$ cat config.mk
export PLATFORM = sky130hd
export DESIGN_NAME = pts_queue
export DESIGN_NICKNAME = d
export VERILOG_FILES = /design/src/pts_pkg.sv /design/src/pts_queue.sv
export SDC_FILE = /design/constraint.sdc
export NUM_CORES = 1
export LEC_CHECK = 0
export BUFFER_PORTS_ARGS = -buffer_cell sky130_fd_sc_hd__buf_2
export CORE_ASPECT_RATIO = 1.75
export CORE_UTILIZATION = 51
export CTS_CLUSTER_SIZE = 24
export DETAILED_ROUTE_END_ITERATION = 8
export PLACE_DENSITY = 0.73
export RECOVER_POWER = 100
export SETUP_SLACK_MARGIN = 0.15
export SLEW_MARGIN = 20
export SYNTH_ARGS = -nofsm -noshare
export SYNTH_HDL_FRONTEND = slang
export SYNTH_SLANG_ARGS = --single-unit
$ cat constraint.sdc
create_clock -name clk -period 2.1 [get_ports clk]
set_input_delay 0.105 -clock clk [delete_from_list [all_inputs] [get_ports clk]]
set_output_delay 0.105 -clock clk [all_outputs]
set_load 0.1 [all_outputs]
$ cat src/pts_pkg.sv
// ----------------------------------------------------------------------------
// pts_pkg
// Types, constants and helpers shared by the poker test statistic core.
// ----------------------------------------------------------------------------
package pts_pkg;

  localparam int MAX_SEQ_BITS_DEF   = 1048576;
  localparam int MAX_GROUP_BITS_DEF = 8;
  localparam int TBL_W              = 8;    // widest pattern index
  localparam int QUEUE_DEPTH        = 4;
  localparam logic [3:0] GROUP_BITS_RST = 4'd4;

  typedef struct packed {
    logic bit_value;
    logic last;
  } in_t;

  typedef struct packed {
    logic [40:0] sum_squares;
    logic [20:0] group_count;
    logic [42:0] scaled_statistic;
    logic        too_long;
  } out_t;

  // command from front to back
  typedef struct packed {
    logic             cnt_en;   // count pattern idx
    logic [TBL_W-1:0] idx;
    logic             fin;      // end of sequence, emit result
    logic [3:0]       m;        // group size at the last bit
    logic             too_long;
  } cmd_t;

  typedef enum logic [2:0] {
    ST_IDLE,
    ST_WALK,
    ST_DRAIN,
    ST_STAT1,
    ST_STAT2,
    ST_FIN
  } st_t;

  // group size as used: zero means one, clipped to the table size
  function automatic logic [3:0] eff_m(logic [3:0] gb, logic [3:0] mx);
    logic [3:0] m;
    if (gb == 4'd0) begin
      m = 4'd1;
    end else if (gb > mx) begin
      m = mx;
    end else begin
      m = gb;
    end
    return m;
  endfunction

endpackage

$ cat src/pts_queue.sv
// ----------------------------------------------------------------------------
// pts_queue
// Short command FIFO between the front and the back.
// ----------------------------------------------------------------------------
module pts_queue (
  input  logic          clk,
  input  logic          rst_n,
  input  logic          push,
  input  pts_pkg::cmd_t push_data,
  output logic          full,
  input  logic          pop,
  output logic          q_vld,
  output pts_pkg::cmd_t q_data
);

  localparam int DEPTH = pts_pkg::QUEUE_DEPTH;
  localparam int PTR_W = $clog2(DEPTH);
  localparam int CNT_W = $clog2(DEPTH + 1);

  pts_pkg::cmd_t    mem_r [DEPTH];
  logic [PTR_W-1:0] wp_r, rp_r;
  logic [CNT_W-1:0] cnt_r;
  logic             do_push, do_pop;

  assign full    = (cnt_r == CNT_W'(DEPTH));
  assign q_vld   = (cnt_r != '0);
  assign q_data  = mem_r[rp_r];
  assign do_push = push && !full;
  assign do_pop  = pop && q_vld;

  always_ff @(posedge clk) begin
    if (do_push) begin
      mem_r[wp_r] <= push_data;
    end
  end

  always_ff @(posedge clk) begin
    if (!rst_n) begin
      wp_r  <= '0;
      rp_r  <= '0;
      cnt_r <= '0;
    end else begin
      if (do_push) begin
        wp_r <= (wp_r == PTR_W'(DEPTH - 1)) ? '0 : wp_r + 1'b1;
      end
      if (do_pop) begin
        rp_r <= (rp_r == PTR_W'(DEPTH - 1)) ? '0 : rp_r + 1'b1;
      end
      if (do_push && !do_pop) begin
        cnt_r <= cnt_r + 1'b1;
      end else if (!do_push && do_pop) begin
        cnt_r <= cnt_r - 1'b1;
      end
    end
  end

endmodule

==> results.yml <==
placement:
  place_congestion: 0.673
  port_buffers: 35
  place.detailed.hpwl_um: 2920
power_and_ir_drop:
  switchingPower_mw: 2.03
  p_seq_frac: 0.369
  vdd_drop_max_uv: 936
  powerDensity_nw_per_um2: 1450
  leakagePower_nw: 1.16
  p_clk_frac: 0.206
  p_int_mw: 2.78
  p_comb_frac: 0.425
  p_sw_frac: 0.422
  power_mw: 4.81
run_status:
  status: "finished, violations left"
  violations: "design-rule violations"
floorplan:
  dieWidth_um: 56.8
  die_h_um: 97.9
  rows: 34
  initial_utilization: 0.533
  die_area_sq_um: 5550
  num_io_pins: 36
  core-area_sq_um: 5020
cts:
  cts_buffer_depth: 2
  cts_sinks: 69
  clockRootBuffer: "clkbuf_8"
  cts_tree: "yes"
  clk_pin_slew_worst_paths_ps: 70
  cts_buffers: 9
  insertion_delay_ps: 330
  h-tree-depth: 3
synthesis:
  yosys_register_bits: 69
  yosysUniqueCellTypes: 25
  syn_inst: 129
  syn_nets: 155
  syn-cell-area_sq_um: 2680
  avgSynthCellArea_sq_um: 20.8
  ys_seq_area_frac: 0.740
  synth_warnings: 0
detailed_routing:
  vias: 1368
  drt_wl_total_um: 4460
  drtIter0Drc: 37
  firstDrtPassIters: 6
  drc: 6
  avgViaCountPerCell: 5.43
  antenna_left: 0
  wl_per_cell_um: 17.7
grt:
  grt_max_degree: 16
  grt_pass1_vias: 1425
  grt_usage: 0.177
  grt_overflow: 0
  antenna_found_initial: 0
  grt_pass1_wl_um: 6910
job:
  maxCapViolations: 0
critical_path:
  cp-end-kind: "flip-flop"
  rrSetupSlack_ps: 130
  start_kind: "flip-flop"
  cp_data_arrival_time_ps: 2220
  crit_required_ps: 2350
  crit_type: "flip-flop to flip-flop"
  critPathMaxFanout: 3
timing:
  worstMarginPinSlew_ps: 542
  hold_slack_ps: 120
  fin_skew_ps: 8.45
  rsz0062_at_grt: "yes"
  max_slew_margin: 0.640
  finalMaxSlewViolations: 0
  hold_viol: 0
  min_period_ps: 1970
  fmax_mhz: 509
  fin_crit_sh: 0.936
  setup_violations: 0
layout:
  nFillCells: 368
  drive_above_1_share: 0.303
  antenna_cells: 0
  finalNetCount: 219
  ff_latch_area_sq_um: 1990
  multi_input_area_sq_um: 671
  synthToLayoutAreaGrowth_pct: 23.5
min_path:
  hold_path_class: "input pin to flip-flop"
[layout by cell type, fill, tap and decap left out, drive strengths merged]
| cell type | Yosys | final |
|---|---|---|
| inv | 3 | 3 |
| a21boi | 1 | 1 |
| edfxtp | 60 | 60 |
| nor3b | 1 | 1 |
| ha | 6 | 6 |
| fa | 1 | 1 |
| xnor2 | 1 | 1 |
| and2 | 5 | 5 |
| nand2 | 6 | 6 |
| dlygate4sd3 | 0 | 15 |
| clkbuf | 1 | 35 |
| nor2b | 2 | 2 |
| o31ai | 1 | 1 |
| buf | 4 | 19 |
| nor2 | 2 | 2 |
| mux2i | 3 | 3 |
| bufinv | 0 | 1 |
| nand3 | 2 | 2 |
| mux4 | 15 | 15 |
| o21ai | 3 | 3 |
| xor2 | 1 | 1 |
| or3 | 2 | 2 |
| dfxtp | 9 | 9 |
| clkinv | 0 | 4 |
[final cells by class]
| type | count | area share |
|---|---|---|
| flip-flops and latches | 69 | 0.601 |
| repair buffers | 58 | 0.117 |
| clock inverters | 5 | 0.0155 |
| well taps | 54 | 0.0204 |
| inverters | 3 | 0.00341 |
| multi-input cells | 52 | 0.203 |
| clock buffers | 11 | 0.0397 |
[state kept, by name (all words and copies together), names as in the netlist, named ones only]
register and flops:
wp_r 2, rp_r 2, mem_r 60, cnt_r 3
[power by group through the flow]
stage / Sequential [mW] / Clock (mW) / Combinational (mW)
detailed placement: 1.81 / 0 / 1.94
CTS: 1.79 / 1.01 / 2.07
finish: 1.77 / 0.990 / 2.04
floorplan: 1.77 / 0 / 1.70
global placement: 1.79 / 0 / 1.89
global route: 1.79 / 1.07 / 2.13
[logic make-up after synthesis]
| family | synth area share |
|---|---|
| buffers and inverters | 0.0210 |
| XOR/XNOR | 0.00654 |
| AO/OA/AOI/OAI | 0.0112 |
| AND/OR/NAND/NOR | 0.0411 |
| multiplexers | 0.144 |
| flip-flops | 0.740 |
| adder cells (fa/ha/maj) | 0.0355 |
[Yosys cell counts (all sizes together)]
| master | count | share of area |
|---|---|---|
| dfxtp | 9 | 0.067 |
| clkbuf | 1 | 0.0014 |
| o31ai | 1 | 0.0028 |
| xor2 | 1 | 0.0033 |
| and2 | 5 | 0.012 |
| xnor2 | 1 | 0.0033 |
| inv | 3 | 0.0042 |
| nand3 | 2 | 0.0037 |
| edfxtp | 60 | 0.67 |
| nand2 | 6 | 0.0084 |
| a21boi | 1 | 0.0028 |
| mux4 | 15 | 0.13 |
| o21ai | 3 | 0.0056 |
| nor2 | 2 | 0.0028 |
| buf | 4 | 0.015 |
| nor3b | 1 | 0.0047 |
| mux2i | 3 | 0.011 |
| fa | 1 | 0.0075 |
| nor2b | 2 | 0.0047 |
| ha | 6 | 0.028 |
| or3 | 2 | 0.0051 |
[worst paths after layout]
check,from,to,cells after the start
setup reg to reg,cnt_r[2],cnt_r[2],8
hold / removal,rst_n,wp_r[1],3
setup / recovery,cnt_r[2],cnt_r[2],8
hold reg to reg,wp_r[1],wp_r[1],2
[stage by stage]
step / util / instance area (sq um) / setup TNS, ps / instances / setup WS, ps
2_1_floorplan: - / 2710 / -646 / 129 / -342
3_3_place_gp: 0.586 / 2940 / 0 / 218 / 157
6_report: 0.659 / 3310 / 0 / 252 / 134
4_1_cts: 0.667 / 3350 / 0 / 252 / 125
3_5_place_dp: 0.586 / 2940 / -36.0 / 218 / -36.0
5_1_grt: 0.659 / 3310 / 0 / 252 / 29.7
[critical path, cell delays in order (launching register included)]
cell	delay [ps]
dfxtp_1	340
o31ai_4	260
buf_6	140
ha_4	140
inv_2	40
fa_2	330
xor2_1	160
or3_1	320
a21boi_1	160
[timing repair]
| action | 4_1_cts | 5_1_grt |
|---|---|---|
| pin swaps | 3 | 1 |
| setup buffers | 3 | 0 |
| hold buffers | 15 | 0 |
| resized for setup | 16 | 2 |
| endpoints found under the hold margin | 59 | 0 |
| setup endpoints to repair | 13 | 2 |
[layer usage]
| metal | track usage | part of all wire |
|---|---|---|
| met5 | 0 | 0 |
| met4 | 0.0844 | 0.011 |
| met3 | 0.0517 | 0.037 |
| met2 | 0.312 | 0.57 |
| met1 | 0.190 | 0.38 |
Note: power is estimated with default switching activity, not from simulation.
