--- config.mk ---
export PLATFORM = sky130hd
export DESIGN_NAME = pts_front
export DESIGN_NICKNAME = d
export VERILOG_FILES = /design/src/pts_pkg.sv /design/src/pts_front.sv
export SDC_FILE = /design/constraint.sdc
export NUM_CORES = 1
export LEC_CHECK = 0
export BUFFER_PORTS_ARGS = -buffer_cell sky130_fd_sc_hd__buf_2
export CORE_MARGIN = 2
export CORE_UTILIZATION = 35
export DETAILED_ROUTE_END_ITERATION = 10
export HOLD_SLACK_MARGIN = 0.05
export PLACE_DENSITY_LB_ADDON = 0.3
export SLEW_MARGIN = 25
export SYNTH_ARGS = -nofsm -noshare
export SYNTH_HDL_FRONTEND = slang
export SYNTH_SLANG_ARGS = --single-unit
--- constraint.sdc ---
create_clock -name clk -period 5.3 [get_ports clk]
set_clock_uncertainty 0.05 [all_clocks]
set_input_delay 0.795 -clock clk [delete_from_list [all_inputs] [get_ports clk]]
set_output_delay 0.795 -clock clk [all_outputs]
set_load 0.005 [all_outputs]
--- src/pts_pkg.sv ---
// ----------------------------------------------------------------------------
// pts_pkg
// Types, constants and helpers shared by the poker test statistic core.
// ----------------------------------------------------------------------------
package pts_pkg;

  localparam int MAX_SEQ_BITS_DEF   = 1048576;
  localparam int MAX_GROUP_BITS_DEF = 8;
  localparam int TBL_W              = 8;    // widest pattern index
  localparam int QUEUE_DEPTH        = 4;
  localparam logic [3:0] GROUP_BITS_RST = 4'd4;

  typedef struct packed {
    logic bit_value;
    logic last;
  } in_t;

  typedef struct packed {
    logic [40:0] sum_squares;
    logic [20:0] group_count;
    logic [42:0] scaled_statistic;
    logic        too_long;
  } out_t;

  // command from front to back
  typedef struct packed {
    logic             cnt_en;   // count pattern idx
    logic [TBL_W-1:0] idx;
    logic             fin;      // end of sequence, emit result
    logic [3:0]       m;        // group size at the last bit
    logic             too_long;
  } cmd_t;

  typedef enum logic [2:0] {
    ST_IDLE,
    ST_WALK,
    ST_DRAIN,
    ST_STAT1,
    ST_STAT2,
    ST_FIN
  } st_t;

  // group size as used: zero means one, clipped to the table size
  function automatic logic [3:0] eff_m(logic [3:0] gb, logic [3:0] mx);
    logic [3:0] m;
    if (gb == 4'd0) begin
      m = 4'd1;
    end else if (gb > mx) begin
      m = mx;
    end else begin
      m = gb;
    end
    return m;
  endfunction

endpackage

--- src/pts_front.sv ---
// ----------------------------------------------------------------------------
// pts_front
// Accepts bits, packs them into groups and issues count / finish commands.
// ----------------------------------------------------------------------------
module pts_front #(
  parameter int MAX_SEQ_BITS   = pts_pkg::MAX_SEQ_BITS_DEF,
  parameter int MAX_GROUP_BITS = pts_pkg::MAX_GROUP_BITS_DEF
) (
  input  logic          clk,
  input  logic          rst_n,
  input  logic          cfg_valid,
  output logic          cfg_ready,
  input  logic [3:0]    cfg_data,
  input  logic          in_valid,
  output logic          in_ready,
  input  pts_pkg::in_t  in_data,
  input  logic          q_full,
  output logic          q_push,
  output pts_pkg::cmd_t q_data
);

  localparam int CNT_W = $clog2(MAX_SEQ_BITS + 1);
  localparam int IDX_W = MAX_GROUP_BITS;

  logic [3:0]       gb_r;
  logic [IDX_W-1:0] shift_r, shift_nxt;
  logic [3:0]       bits_r, bits_nxt;
  logic [CNT_W-1:0] seen_r, seen_nxt;
  logic             ovf_r, ovf_nxt;

  logic             acc;
  logic [3:0]       m;
  logic [IDX_W-1:0] mask;
  logic [IDX_W-1:0] sh;
  logic [3:0]       big;
  pts_pkg::cmd_t    cmd;

  assign cfg_ready = 1'b1;
  assign in_ready  = !q_full;
  assign acc       = in_valid && !q_full;
  assign m         = pts_pkg::eff_m(gb_r, 4'(MAX_GROUP_BITS));
  assign mask      = IDX_W'((9'd1 << m) - 9'd1);

  always_comb begin
    shift_nxt = shift_r;
    bits_nxt  = bits_r;
    seen_nxt  = seen_r;
    ovf_nxt   = ovf_r;
    cmd       = '0;
    sh        = IDX_W'({shift_r, in_data.bit_value});
    big       = bits_r + 4'd1;
    if (acc) begin
      if (seen_r < CNT_W'(MAX_SEQ_BITS)) begin
        seen_nxt = seen_r + 1'b1;
        if (big >= m) begin
          cmd.cnt_en = 1'b1;
          cmd.idx    = (pts_pkg::TBL_W)'(sh & mask);
          shift_nxt  = '0;
          bits_nxt   = 4'd0;
        end else begin
          shift_nxt = sh;
          bits_nxt  = big;
        end
      end else begin
        ovf_nxt = 1'b1;
      end
      if (in_data.last) begin
        cmd.fin      = 1'b1;
        cmd.m        = m;
        cmd.too_long = ovf_nxt;
        shift_nxt    = '0;
        bits_nxt     = 4'd0;
        seen_nxt     = '0;
        ovf_nxt      = 1'b0;
      end
    end
  end

  assign q_push = acc && (cmd.cnt_en || cmd.fin);
  assign q_data = cmd;

  always_ff @(posedge clk) begin
    if (!rst_n) begin
      gb_r    <= pts_pkg::GROUP_BITS_RST;
      shift_r <= '0;
      bits_r  <= 4'd0;
      seen_r  <= '0;
      ovf_r   <= 1'b0;
    end else begin
      if (cfg_valid) begin
        gb_r <= cfg_data;
      end
      shift_r <= shift_nxt;
      bits_r  <= bits_nxt;
      seen_r  <= seen_nxt;
      ovf_r   <= ovf_nxt;
    end
  end

endmodule

==> results_dict.tcl <==
set metrics [dict create \
    ir_worst_vdd_mv 0.149 \
    layout_common_cells "37 x dfxtp_1, 27 x buf_2, 23 x nor2_1, 16 x a21oi_1, 14 x nand2_1" \
    finalCritPeriodShare 0.664 \
    cts_made_buffers 5 \
    postSynthAreaPerCell_um2 8.49 \
    drtAntennaViolNets 0 \
    io_pins 29 \
    worstPathArrival_ns 2.68 \
    hp-class "flip-flop to flip-flop" \
    clk_pin_slew_worst_paths_ns 0.07 \
    ys_seq_elements 37 \
    reg2reg_depth 8 \
    crit_path_start_kind "flip-flop" \
    syn_area_um2 1910 \
    finalMaxSlewViolations 0 \
    clock_sinks 37 \
    seq_area_um2 741 \
    hold_start "shift_r[6]" \
    hold_depth 1 \
    drc_errors 0 \
    grt_pass1_wl_um 7330 \
    synth_cells 225 \
    ys_types 43 \
    root_buffer "clkbuf_8" \
    areaGrowthSynthToFinish_pct 13.9 \
    die_w_um 77.9 \
    cts-resized-gates 0 \
    finalHoldViolations 0 \
    status "finished clean" \
    cp-end-kind "output pin" \
    wirelength_um 4070 \
    multiInputGateArea_um2 1080 \
    nets 268 \
    crit_fanout 7 \
    grt.total_usage 0.149 \
    rsz0062_at_grt "false" \
    die_area_um2 6070 \
    post-cts-setup-buffers 0 \
    clkLatencyLatePin_ns 0.28 \
    fin_util 0.421 \
    diodes 0 \
    grt_pass1_vias 1603 \
    routed_via_density 5.31 \
    start_util 0.369 \
    cp.required_ns 4.45 \
    relSlewSlack 0.357 \
    drive_gt1_frac 0.168 \
    rows 26 \
    cts_hold_buf 0 \
    gr-total-overflow 0 \
    dpl.hpwl_um 2990 \
    crit_type "flip-flop to output pin" \
    vias 1698 \
    num-fill-cells 532 \
    worst_pin_slew_ns 0.965 \
    die_h_um 77.9 \
    synth_warnings 0 \
    grt_max_degree 19 \
    r2r_slack_ns 2.86 \
    power_density_nw_per_um2 240 \
    synth_top_flop_cell "dfxtp_1" \
    max-cap-violations 0 \
    synth-edff-count 0 \
    cts_tree "yes" \
    antenna_found_initial 0 \
    gp_congestion 0.776 \
    port_buffers 27 \
    core_area_um2 5170 \
    cts.path.max_buffers 2 \
    total_leakage_power_nw 0.872 \
    setup_tns_ns 0 \
    fmaxAchievable_mhz 284 \
    route.detailed.wl_per_inst_um 12.7 \
    synth-async-reset-ratio 0 \
    holdPathEnd "shift_r[6]" \
    drt_iter0_drc 60 \
    mostFrequentLayoutCell "dfxtp_1" \
    dp.cells 313 \
    setup_viol 0 \
    ys_seq_area_frac 0.388 \
    period_minus_slack_ns 3.52 \
    rr_endpoint "bits_r[0]" \
    r2r_start "gb_r[2]" \
    first_pass_iters 4 \
    cts_max_level 2 \
    final_cells 320 \
]
==> cells by family (layout without fill, tap and decap cells) <==
kind of cell | Yosys count | after routing | share of synthesized area
multiplexers | 7 | 7 | 0.0373
AO/OA/AOI/OAI | 51 | 51 | 0.176
adder cells (fa/ha/maj) | 7 | 7 | 0.0458
AND/OR/NAND/NOR | 94 | 94 | 0.270
other | 1 | 2 | 0.00196
buffers and inverters | 21 | 45 | 0.0485
XOR/XNOR | 7 | 7 | 0.0321
flip-flops | 37 | 37 | 0.388
==> flip-flops by register name (all words and copies together), names as in the netlist <==
register,flops
shift_r,7
bits_r,4
ovf_r,1
gb_r,4
seen_r,21
==> metal layers <==
metal / part of all wire / vias to the layer above / global-route usage / routed length (um)
met2: 0.43 / 32 / 0.228 / 1770
met4: 0.0079 / 0 / 0.0571 / 32
met1: 0.51 / 797 / 0.202 / 2090
met3: 0.044 / 4 / 0.0360 / 177
li1: - / 865 / - / -
met5: 0 / - / 0 / 0
==> cell usage after synthesis (2+ instances only) <==
library cell	instances	area, um^2
o21a_1	2	15.0
mux2i_1	6	60.1
nor3_1	5	25.0
and3_1	6	37.5
nor2_1	23	86.3
nand2_1	14	52.6
nand2b_1	3	18.8
and2_1	3	18.8
o21ai_0	10	50.1
clkbuf_1	6	22.5
dfxtp_1	37	741
or4_1	8	60.1
a22o_1	9	78.8
nand3_1	9	45.0
or3_1	5	31.3
ha_1	7	87.6
nor3b_1	2	15.0
xnor2_1	5	43.8
inv_1	11	41.3
a21oi_1	16	80.1
or3_2	2	15.0
buf_2	2	10.0
xor2_1	2	17.5
o211ai_1	2	15.0
nor2b_1	2	12.5
nand4_1	5	31.3
o31ai_1	7	52.6
==> power by group <==
group	leakage, nW	internal [mW]	switching, mW
Clock	0.0433	0.103	0.0943
Sequential	0.299	0.281	0.00421
Combinational	0.530	0.0161	0.0250
Total	0.872	0.400	0.123
==> per-stage QoR <==
step           hold slack (ns)  cell area, um^2  setup WS (ns)  total power, mW
2_1_floorplan            0.384             1910           2.47            0.319
6_report                 0.424             2180           1.78            0.523
4_1_cts                  0.424             2180           1.78            0.531
3_5_place_dp             0.406             2090           2.10            0.333
3_3_place_gp             0.402             2090           2.24            0.332
5_1_grt                  0.449             2180           1.56            0.550
==> cell type report <==
cell class,count,share of cell area
sequential,37,0.340
timing repair buffer,27,0.0621
inverter,11,0.0190
clock buffer,6,0.0380
clock inverter,1,0.00345
multi-input combinational,168,0.497
tap,70,0.0403
==> worst max-delay path: stages (launching register included) <==
cell and delay [ns]:
dfxtp_1 0.43, nor2_1 0.09, nor2_1 0.15, nor2_1 0.06
ha_1 0.27, nand2b_1 0.15, a2111oi_2 0.49, or4_1 0.29
inv_1 0.14, and3_1 0.19, buf_2 0.12
==> worst max-delay path by stage <==
stage / start / to / cells after the start
5_1_grt: gb_r[2] / q_data[8] / 10
2_1_floorplan: gb_r[2] / q_data[13] / 9
3_5_place_dp: gb_r[2] / q_data[13] / 10
3_3_place_gp: gb_r[2] / q_data[13] / 10
6_report: gb_r[2] / q_data[8] / 10
4_1_cts: gb_r[2] / q_data[13] / 10
Power figures use the tool's default switching activity.
